### config.mk
export PLATFORM = sky130hd
export DESIGN_NAME = fixed_block_free_list_allocator
export DESIGN_NICKNAME = d
export VERILOG_FILES = /design/src/rtl/fbfl_pkg.sv /design/src/rtl/fixed_block_free_list_allocator.sv
export VERILOG_INCLUDE_DIRS = /design/src /design/src/rtl
export SDC_FILE = /design/constraint.sdc
export NUM_CORES = 2
export LEC_CHECK = 0
export BUFFER_PORTS_ARGS = -buffer_cell sky130_fd_sc_hd__buf_4
export CAP_MARGIN = 20
export CORE_ASPECT_RATIO = 0.5
export CORE_MARGIN = 2
export CORE_UTILIZATION = 40
export DETAILED_ROUTE_END_ITERATION = 16
export PLACE_DENSITY = 0.62
export SLEW_MARGIN = 0
export SYNTH_ARGS = -nofsm -noshare
export SYNTH_HDL_FRONTEND = slang
export SYNTH_SLANG_ARGS = --single-unit
### constraint.sdc
create_clock -name clk -period 8.9 [get_ports clk]
set_clock_uncertainty 0.05 [all_clocks]
set_input_delay 0.89 -clock clk [delete_from_list [all_inputs] [get_ports clk]]
set_output_delay 0.89 -clock clk [all_outputs]
set_load 0.01 [all_outputs]
### src/rtl/fixed_block_free_list_allocator_macros.svh
// ----------------------------------------------------------------------------
// Free list allocator assertion macros
// Concurrent assertion helpers shared by the allocator RTL.
// ----------------------------------------------------------------------------
`ifndef FIXED_BLOCK_FREE_LIST_ALLOCATOR_MACROS_SVH
`define FIXED_BLOCK_FREE_LIST_ALLOCATOR_MACROS_SVH

`ifndef SYNTHESIS

// Antecedent implies consequent in the same cycle.
`define FBFL_ASSERT_SAME(label, clk, rst, ante, cons, msg) \
  label: assert property (@(posedge clk) disable iff (rst) (ante) |-> (cons)) \
    else $error(msg);

// Antecedent implies consequent in the next cycle.
`define FBFL_ASSERT_NEXT(label, clk, rst, ante, cons, msg) \
  label: assert property (@(posedge clk) disable iff (rst) (ante) |=> (cons)) \
    else $error(msg);

`else

`define FBFL_ASSERT_SAME(label, clk, rst, ante, cons, msg)
`define FBFL_ASSERT_NEXT(label, clk, rst, ante, cons, msg)

`endif

`endif

### src/rtl/fbfl_pkg.sv
// ----------------------------------------------------------------------------
// Free list allocator package
// Sizes, operation and status codes, and the result record.
// ----------------------------------------------------------------------------
`timescale 1ns / 1ps

package fbfl_pkg;

  localparam int CHUNKS = 256;
  localparam int IDX_W  = $clog2(CHUNKS);
  // A link holds a chunk index or the end marker CHUNKS.
  localparam int LINK_W = IDX_W + 1;
  localparam int CFG_W  = 9;

  localparam logic [LINK_W-1:0] END_MARK = LINK_W'(CHUNKS);

  localparam logic [1:0] KIND_ALLOC   = 2'd0;
  localparam logic [1:0] KIND_FREE    = 2'd1;
  localparam logic [1:0] KIND_REBUILD = 2'd2;

  localparam logic [1:0] STATUS_OK    = 2'd0;
  localparam logic [1:0] STATUS_EMPTY = 2'd1;
  localparam logic [1:0] STATUS_RANGE = 2'd2;

  typedef struct packed {
    logic [1:0]       status;
    logic [IDX_W-1:0] index;
  } res_t;

endpackage

### src/rtl/fixed_block_free_list_allocator.sv
// ----------------------------------------------------------------------------
// Fixed block free list allocator
// Pool of equal chunks kept as a linked free list in a link memory.
// ----------------------------------------------------------------------------
//  Channel | Direction | Handshake          | Payload
//  s       | in        | s_tvalid/s_tready  | tuser: kind, tdata: chunk_index
//  m       | out       | m_tvalid/m_tready  | tuser: status, tdata: granted_index
//  cfg     | in        | cfg_valid/cfg_ready| cfg_data: chunk_count
//
// A free, a rejected request, a no-op and an allocate on an empty pool finish
// in the cycle of acceptance; an allocate that pops reads the link memory on
// acceptance and pushes its result from ST_ALLOC. A rebuild writes one link
// per cycle and then pushes its result. The input is held off while an
// allocate or a rebuild runs. Results go to a two-entry output queue, so a new
// transaction is taken while one result waits. Reset empties the list and the
// queue and sets the count to 256; the link memory is not cleared.
`timescale 1ns / 1ps
`include "fixed_block_free_list_allocator_macros.svh"

module fixed_block_free_list_allocator (
  input  logic                         clk,
  input  logic                         rst,
  input  logic                         s_tvalid,
  output logic                         s_tready,
  input  logic [7:0]                   s_tdata,   // [7:0] chunk_index
  input  logic [1:0]                   s_tuser,   // [1:0] kind
  output logic                         m_tvalid,
  input  logic                         m_tready,
  output logic [7:0]                   m_tdata,   // [7:0] granted_index
  output logic [1:0]                   m_tuser,   // [1:0] status
  input  logic                         cfg_valid,
  output logic                         cfg_ready,
  input  logic [fbfl_pkg::CFG_W-1:0]   cfg_data
);

  localparam logic [1:0] ST_IDLE  = 2'd0;
  localparam logic [1:0] ST_ALLOC = 2'd1;
  localparam logic [1:0] ST_BUILD = 2'd2;

  logic [1:0]                   state;
  logic [1:0]                   state_next;
  logic [fbfl_pkg::LINK_W-1:0]  head;
  logic [fbfl_pkg::LINK_W-1:0]  head_next;
  logic [fbfl_pkg::CFG_W-1:0]   chunk_count;
  logic [fbfl_pkg::LINK_W-1:0]  build_idx;
  logic [fbfl_pkg::LINK_W-1:0]  build_idx_next;
  logic [fbfl_pkg::LINK_W-1:0]  build_n;
  logic [fbfl_pkg::LINK_W-1:0]  eff_count;

  logic [fbfl_pkg::LINK_W-1:0]  link_mem [fbfl_pkg::CHUNKS];
  logic [fbfl_pkg::LINK_W-1:0]  rd_data;
  logic                         rd_en;
  logic                         wr_en;
  logic [fbfl_pkg::IDX_W-1:0]   wr_addr;
  logic [fbfl_pkg::LINK_W-1:0]  wr_data;

  fbfl_pkg::res_t               q0, q1, q0_next, q1_next, push_res;
  logic [1:0]                   res_cnt, res_cnt_next, cnt_after_pop;
  logic                         push, pop, accept;
  logic [1:0]                   kind;
  logic [fbfl_pkg::IDX_W-1:0]   idx;

  assign kind     = s_tuser;
  assign idx      = s_tdata[fbfl_pkg::IDX_W-1:0];
  assign cfg_ready = 1'b1;

  // One item in flight; the queue must keep a slot for its result.
  assign s_tready = (state == ST_IDLE) && (res_cnt != 2'd2);
  assign accept   = s_tvalid && s_tready;

  assign eff_count = (chunk_count > fbfl_pkg::CFG_W'(fbfl_pkg::CHUNKS)) ?
                     fbfl_pkg::END_MARK : fbfl_pkg::LINK_W'(chunk_count);

  always_comb begin
    state_next     = state;
    head_next      = head;
    build_idx_next = build_idx;
    rd_en          = 1'b0;
    wr_en          = 1'b0;
    wr_addr        = idx;
    wr_data        = head;
    push           = 1'b0;
    push_res       = '{status: fbfl_pkg::STATUS_OK, index: '0};
    unique case (state)
      ST_IDLE: begin
        if (accept) begin
          unique case (kind)
            fbfl_pkg::KIND_ALLOC: begin
              if (head[fbfl_pkg::IDX_W]) begin
                push            = 1'b1;
                push_res.status = fbfl_pkg::STATUS_EMPTY;
              end else begin
                rd_en      = 1'b1;
                state_next = ST_ALLOC;
              end
            end
            fbfl_pkg::KIND_FREE: begin
              push = 1'b1;
              if (fbfl_pkg::LINK_W'(idx) < eff_count) begin
                wr_en     = 1'b1;
                head_next = fbfl_pkg::LINK_W'(idx);
              end else begin
                push_res.status = fbfl_pkg::STATUS_RANGE;
              end
            end
            fbfl_pkg::KIND_REBUILD: begin
              head_next      = fbfl_pkg::END_MARK;
              build_idx_next = '0;
              state_next     = ST_BUILD;
            end
            default: begin
              push = 1'b1;
            end
          endcase
        end
      end
      ST_ALLOC: begin
        push           = 1'b1;
        push_res.index = head[fbfl_pkg::IDX_W-1:0];
        head_next      = rd_data;
        state_next     = ST_IDLE;
      end
      ST_BUILD: begin
        if (build_idx == build_n) begin
          push       = 1'b1;
          state_next = ST_IDLE;
        end else begin
          // Push chunk build_idx: its link is the current head.
          wr_en          = 1'b1;
          wr_addr        = build_idx[fbfl_pkg::IDX_W-1:0];
          head_next      = build_idx;
          build_idx_next = build_idx + 1'b1;
        end
      end
      default: begin
        state_next = ST_IDLE;
      end
    endcase
  end

  always_ff @(posedge clk) begin
    if (wr_en) begin
      link_mem[wr_addr] <= wr_data;
    end
    if (rd_en) begin
      rd_data <= link_mem[head[fbfl_pkg::IDX_W-1:0]];
    end
  end

  // Two-entry result queue, q0 at the output.
  assign pop           = m_tvalid && m_tready;
  assign cnt_after_pop = res_cnt - {1'b0, pop};

  always_comb begin
    q0_next      = pop ? q1 : q0;
    q1_next      = q1;
    res_cnt_next = cnt_after_pop + {1'b0, push};
    if (push) begin
      if (cnt_after_pop == 2'd0) begin
        q0_next = push_res;
      end else begin
        q1_next = push_res;
      end
    end
  end

  assign m_tvalid = (res_cnt != 2'd0);
  assign m_tuser  = q0.status;
  assign m_tdata  = 8'(q0.index);

  always_ff @(posedge clk) begin
    if (rst) begin
      state       <= ST_IDLE;
      head        <= fbfl_pkg::END_MARK;
      chunk_count <= fbfl_pkg::CFG_W'(256);
      res_cnt     <= 2'd0;
      build_idx   <= '0;
    end else begin
      state     <= state_next;
      head      <= head_next;
      res_cnt   <= res_cnt_next;
      build_idx <= build_idx_next;
      if (cfg_valid && cfg_ready) begin
        chunk_count <= cfg_data;
      end
    end
  end

  always_ff @(posedge clk) begin
    q0 <= q0_next;
    q1 <= q1_next;
    if (accept) begin
      build_n <= eff_count;
    end
  end

  `FBFL_ASSERT_NEXT(a_alloc_reads, clk, rst,
    accept && kind == fbfl_pkg::KIND_ALLOC && !head[fbfl_pkg::IDX_W],
    state == ST_ALLOC, "allocate with free chunks did not enter the read cycle")
  `FBFL_ASSERT_SAME(a_alloc_room, clk, rst, state == ST_ALLOC,
    res_cnt != 2'd2, "no queue slot for an allocate result")
  `FBFL_ASSERT_SAME(a_build_bound, clk, rst, state == ST_BUILD,
    build_idx <= build_n, "rebuild ran past the chunk count")
  `FBFL_ASSERT_SAME(a_head_marker, clk, rst, head[fbfl_pkg::IDX_W],
    head[fbfl_pkg::IDX_W-1:0] == '0, "list head holds an invalid link")

endmodule
Word-level counts from Yosys, hierarchy flattened
Memories as Yosys holds them, arrays and structs flattened. A register that Yosys moved wholly into a read port is not among the register bits.
Cells that the tools add are included.
- flip-flop bits (word level): 60
- bits in writable memories: 2304
- input bits: 24
- word-level logic and storage cells: 86
- memories kept: 1
- memories (name ; words ; width ; rd ports ; clocked after Yosys merged registers in ; wr ports ; RTL line ; RTL):
    link_mem ; 256 ; 9 ; 1 ; 1 ; 1 ; fixed_block_free_list_allocator.sv:50 ; logic [fbfl_pkg::LINK_W-1:0] link_mem [fbfl_pkg::CHUNKS];
- $add $sub $neg: 3
- magnitude comparators: 2
- equal/unequal tests: 14
- muxes and demuxes: 42
- bitwise operators: 1
- reductions and logical operators: 13
- operator list (cell ; count):
    $mux W9 ; 7
    $pmux W9 S2 ; 2
    $mux W10 ; 3
    $pmux W9 S3 ; 1
    $mux W8 ; 3
    $mux W1 ; 14
    $mux W2 ; 6
    $pmux W2 S2 ; 3
    $add A9 B1 Y9 const B ; 1
    $eq A9 B9 Y1 ; 1
    $gt A9 B9 Y1 const B ; 1
    $lt A8 B9 Y1 ; 1
    $ne A2 B2 Y1 const B ; 4
    $reduce_and A4 Y1 ; 2
    $logic_not A2 Y1 ; 3
    $ne A3 B1 Y1 const B ; 2
    $ne A3 B3 Y1 const B ; 2
    $reduce_and A5 Y1 ; 1
    $eq A2 B1 Y1 const B ; 2
    $eq A2 B2 Y1 const B ; 2
    $pmux W1 S2 ; 2
    $reduce_bool A2 Y1 ; 2
    $logic_and A1 B1 Y1 ; 3
    $pmux W1 S3 ; 1
    other kinds (6) ; 6

Depth between registers and ports, before layout
- depth in word-level cells: 9
- mapped depth: 12
- gate-level depth less buffers: 9

Worst setup path after synthesis
No wires, ideal clock.
- path type: register to register
- from: register head[0] in the netlist's numbering
- to: register rd_data[7] in the netlist's numbering, read port of link_mem (data pin)
- library setup time: 0.266 ns
- arrival time: 5.868 ns
- data required time: 8.584 ns
- slack: 2.716 ns
- cell stages (with the launch flop): 10
- path buffers: 4
- period minus slack after synthesis: 6.184 ns
- cells stage by stage: dfxtp_1 buf_2 buf_4 buf_2 buf_2 mux4_2 a2111oi_0 a21oi_1 nand3_1 nor4_1
- RTL lines (element ; RTL line ; RTL):
    start, declared ; fixed_block_free_list_allocator.sv:42 ; logic [fbfl_pkg::LINK_W-1:0] head;
    start signal, assigned ; fixed_block_free_list_allocator.sv:174 ; head <= fbfl_pkg::END_MARK;
    start signal, assigned ; fixed_block_free_list_allocator.sv:180 ; head <= head_next;
    end, declared ; fixed_block_free_list_allocator.sv:51 ; logic [fbfl_pkg::LINK_W-1:0] rd_data;

Worst setup path after layout
- from: register chunk_count[8] in the netlist's numbering
- to: memory link_mem[81][7] in the netlist's numbering, enable pin
- cells in the longest elaborated chain, start to end: 9
- ends and longest elaborated chain (element ; RTL line ; RTL):
    start, declared ; fixed_block_free_list_allocator.sv:44 ; logic [fbfl_pkg::CFG_W-1:0] chunk_count;
    start signal, assigned ; fixed_block_free_list_allocator.sv:175 ; chunk_count <= fbfl_pkg::CFG_W'(256);
    start signal, assigned ; fixed_block_free_list_allocator.sv:184 ; chunk_count <= cfg_data;
    $gt A9 B9 Y1 ; fixed_block_free_list_allocator.sv:71 ; assign eff_count = (chunk_count > fbfl_pkg::CFG_W'(fbfl_pkg::CHUNKS)) ?
    $mux W9 (*) ; fixed_block_free_list_allocator.sv:71 ;
    $lt A8 B9 Y1 (*) ; fixed_block_free_list_allocator.sv:99 ; if (fbfl_pkg::LINK_W'(idx) < eff_count) begin
    $mux W1 (*) ; fixed_block_free_list_allocator.sv:99 ;
    $mux W1 (*) ; fixed_block_free_list_allocator.sv:87 ; unique case (kind)
    $mux W1 (*) ; fixed_block_free_list_allocator.sv:86 ; if (accept) begin
    $pmux W1 S2 (*) ; fixed_block_free_list_allocator.sv:84 ; unique case (state)
    $mux W1 (*) ; fixed_block_free_list_allocator.sv:142 ; if (wr_en) begin
    $mux W1 (implied by the code) (*) ; fixed_block_free_list_allocator.sv:143 ; link_mem[wr_addr] <= wr_data;
    end, declared ; fixed_block_free_list_allocator.sv:50 ;
Mark *: on every way between the ends. The rest lies on a longest branch, timed or not.

==> results.txt <==
- The flow ran to the end, and the final reports show no timing, DRC or antenna violations.
- During placement, the flow inserted port buffers numbering 35.
- Nets@finish: around 4700
- IR drop worst, VDD: between 0.0002 and 0.0003 V
* Number of enable flip-flop cells after synthesis: 2332
- Setup violations remaining at the end of the flow were counted as 0.
- Number of library cell types mapped by synthesis: 76
- Following the worst setup path forward leads to its endpoint at link_mem[81][7].
- The number of endpoints with negative hold slack in the final report is 0.
- Entering global routing, the biggest net connects 145 pins.
* Floorplan Core Area: 229000 sq um
* Clock transition at the registers of the reported paths: ~0.07 ns
* Global-route wire length before repair: 326.9 mm
- Once the clock tree was built, the resizer swapped 0 gates to a different size.
* Max-slew violations: 0
* Setup slack of the worst register-to-register path: about 3.8 ns
- Number of sinks handled by clock tree synthesis: approximately 2400
* Post-detailed-placement half-perimeter wirelength: ~140 mm
- Synthesized area per cell: 21.00 sq um
* Design Area, Final: 104200 sq um
- CTS tree: done
* Setup Buffers After CTS: 0
* Longest individual stage delay on the worst path: just over 0.9 ns
- In this run the power density over the cells is roughly 320 nW/um^2.
- Number of vias after detailed routing: about 46000
- Routability-driven placement finished with a final weighted congestion of 0.9192.
- Commonest cells after routing, fill and taps aside: edfxtp_1 (2332), mux4_2 (533), buf_4 (242), nor3_1 (228), clkbuf_16 (217)
- Type of the most critical hold path: in2reg
* Synthesized cell area: around 92000 sq um
- Static timing analysis puts the maximum clock frequency at slightly below 200 MHz.
- Series of cell instances along the critical path: nand2b_1 -> ha_1 -> a21oi_1 -> o211ai_1 -> o2bb2ai_1 -> o41a_2 -> buf_4 -> nand3b_2 -> nor2_1
- Number of cells on the worst reg-to-reg path: 9
- Cell chosen for the clock root: clkbuf_16
* Sequential element share of the synthesized area: 0.7673
- The startpoint identified for the worst register-to-register timing path is chunk_count[8].
* Count of state elements after synthesis: ~2400
- STA classifies the critical path endpoint as a flip-flop.
- After detailed routing, the average wire length per cell comes to approximately 29 microns.
- Req. time, crit path: about 9.3 ns
- Share of the core filled with cells in the final layout: 0.4552
- Nets in the synthesized netlist: ~4400
- Mean number of vias per cell: 5.810
- Compared with the post-synthesis result, the final layout area differs by 12.90%.
* Clk Latency, worst-skew pair: between 0.8 and 0.9 ns
* End of the worst register-to-register path: link_mem[81][7]
- TritonCTS created 216 clock buffers.
* Final critical delay including setup and external delays: between 5 and 6 ns
- Cell at the slowest stage of the critical path: nand3b_2
- Start point of the critical path: chunk_count[8]
- Before CTS, the worst setup slack after placement is roughly 3.3 ns.
- Gate count after technology mapping: between 4000 and 5000
- The number of antenna violations at the first check in global routing was 6.
- The worst setup path is launched from a flip-flop.
- Final routed wirelength across all metal layers: 225.4 mm
- Least-Margin Pin Slew: approximately 1.2 ns
- Starting Density: 0.4032
* CTS hold repair buffers: 0
* Overall global routing resource usage: 0.1892
* FP Rows: approximately 120
- Level count of the clock H-tree: 4
- Largest fanout on the critical path: 26
* Leakage power of the design: 31.96 nW
- Setup repair after global routing left no endpoint under its margin.
- Yosys warnings: 0
- The design draws ~33 mW.
- After detailed placement, the total cell area comes to roughly 100000 sq um.
- The via count of the first global-routing pass came to about 46000.
* Leading register cell type out of synthesis: edfxtp_1
- Measured against its own limit, the worst slew margin works out to 0.2106.
* CP Data Arrival Time: around 5.5 ns
- In the final layout, the share of cells above drive strength 1 is 0.2625.
* Setup TNS Final: 0 ns
* Number of buffers between clock root and the deepest sink: 4
- The critical path in this run is classified as reg2reg.
* Post-route antenna net violation count: 0
* Number of violations reported at the end of detailed-routing iteration 0: 6500
- The floorplan step set the die width to just under 700 microns.
- Post-route setup slack: 3.750 ns
- Leading cell type in the layout, fill and taps excluded: edfxtp_1
* Die Ht: 343.7 microns
* Crit share post-route: 0.5786
- Global routing finished with a remaining overflow of 0.
- Router iterations before antenna repair: 6
* Total Die Area: 234900 sq um
- DRC violation count after routing: 0
- During I/O placement, the number of pins put on the boundary was 37.
- Across the run, the number of max-cap violations was 0.
- Post-synthesis async set-or-reset flop share: 0
-- cells in the mapped netlist, types with 21 or more instances --
master | count | share of area
o22ai_1 | 35 | 0.0024
a221oi_1 | 41 | 0.0039
buf_2 | 109 | 0.0059
nor3_1 | 236 | 0.013
nor4_1 | 27 | 0.0018
nand2_1 | 45 | 0.0018
mux2_2 | 42 | 0.0051
mux4_2 | 533 | 0.13
dfxtp_1 | 41 | 0.0089
a211oi_1 | 21 | 0.0017
nor2_1 | 89 | 0.0036
a21oi_1 | 72 | 0.0039
o211ai_1 | 26 | 0.0021
a22oi_1 | 157 | 0.013
mux2i_1 | 91 | 0.0099
clkbuf_1 | 115 | 0.0047
nand2b_1 | 35 | 0.0024
a22o_1 | 42 | 0.0040
edfxtp_1 | 2332 | 0.76
buf_1 | 40 | 0.0016
buf_4 | 31 | 0.0025
-- report_power, final --
group / internal (mW) / switching (mW)
combinational: 3.31 / 6.24
clock: 5.12 / 3.97
sequential: 13.9 / 0.370
total: 22.4 / 10.6
-- stage by stage --
| step | hold WS, ns | std cells |
|---|---|---|
| 2_1_floorplan | 0.4115 | 4396 |
| 3_3_place_gp | 0.4324 | 7392 |
| 3_5_place_dp | 0.4423 | 7464 |
| 4_1_cts | 0.1579 | 7851 |
| 5_1_grt | 0.1779 | 7903 |
| 6_report | 0.2147 | 7904 |
-- worst min-delay path by stage --
stage | startpoint | end | slack [ns] | depth (start not counted)
2_1_floorplan | chunk_count[1] | chunk_count[1] | 0.41 | 2
3_3_place_gp | chunk_count[4] | chunk_count[4] | 0.43 | 2
3_5_place_dp | chunk_count[5] | chunk_count[5] | 0.44 | 2
4_1_cts | cfg_data[8] | chunk_count[8] | 0.16 | 2
5_1_grt | cfg_data[8] | chunk_count[8] | 0.18 | 2
6_report | cfg_data[8] | chunk_count[8] | 0.21 | 2
-- metal layers --
layer | vias to the layer above | GRT usage | share of wire
met4 | 2 | 0.04656 | 0.025
met1 | 24310 | 0.2691 | 0.42
met5 | - | 0 | 0.00089
met3 | 309 | 0.04461 | 0.093
li1 | 19130 | - | -
met2 | 2174 | 0.2970 | 0.47
-- worst max-delay path, delay by kind of cell (launching register included) --
kind	cells	cell delay (ns)
AOI/OAI and AO/OA	4	1.43
adders and majority gates	1	0.24
DFF	1	0.53
buffers and inverters	1	0.43
and+or+nand+nor	3	2.00
-- registers in the layout (all words and copies together), names as in the netlist --
name	flops
build_idx	9
build_n	9
chunk_count	9
head	9
link_mem	2304
m_tdata	8
m_tuser	2
q1	10
rd_data	9
res_cnt	2
state	2
-- area by class of cell --
cell class,count,area (sq um)
Antenna cell,1,2.502
Clock buffer,255,5573
Clock inverter,132,1214
Fill cell,19040,124800
Inverter,20,75.07
Multi-Input combinational cell,1699,20090
Sequential cell,2373,70880
Tap cell,3087,3862
Timing Repair Buffer,337,2545
-- logic make-up after synthesis --
group / count (synthesis) / synth area share
AND/OR/NAND/NOR: 518 / 0.02876
multiplexers: 668 / 0.1453
flip-flops: 2373 / 0.7673
other: 1 / 0.00004062
XOR/XNOR: 18 / 0.001707
AO/OA/AOI/OAI: 480 / 0.03836
adder cells (fa/ha/maj): 14 / 0.001897
buffers and inverters: 324 / 0.01657
Power figures use the tool's default switching activity.
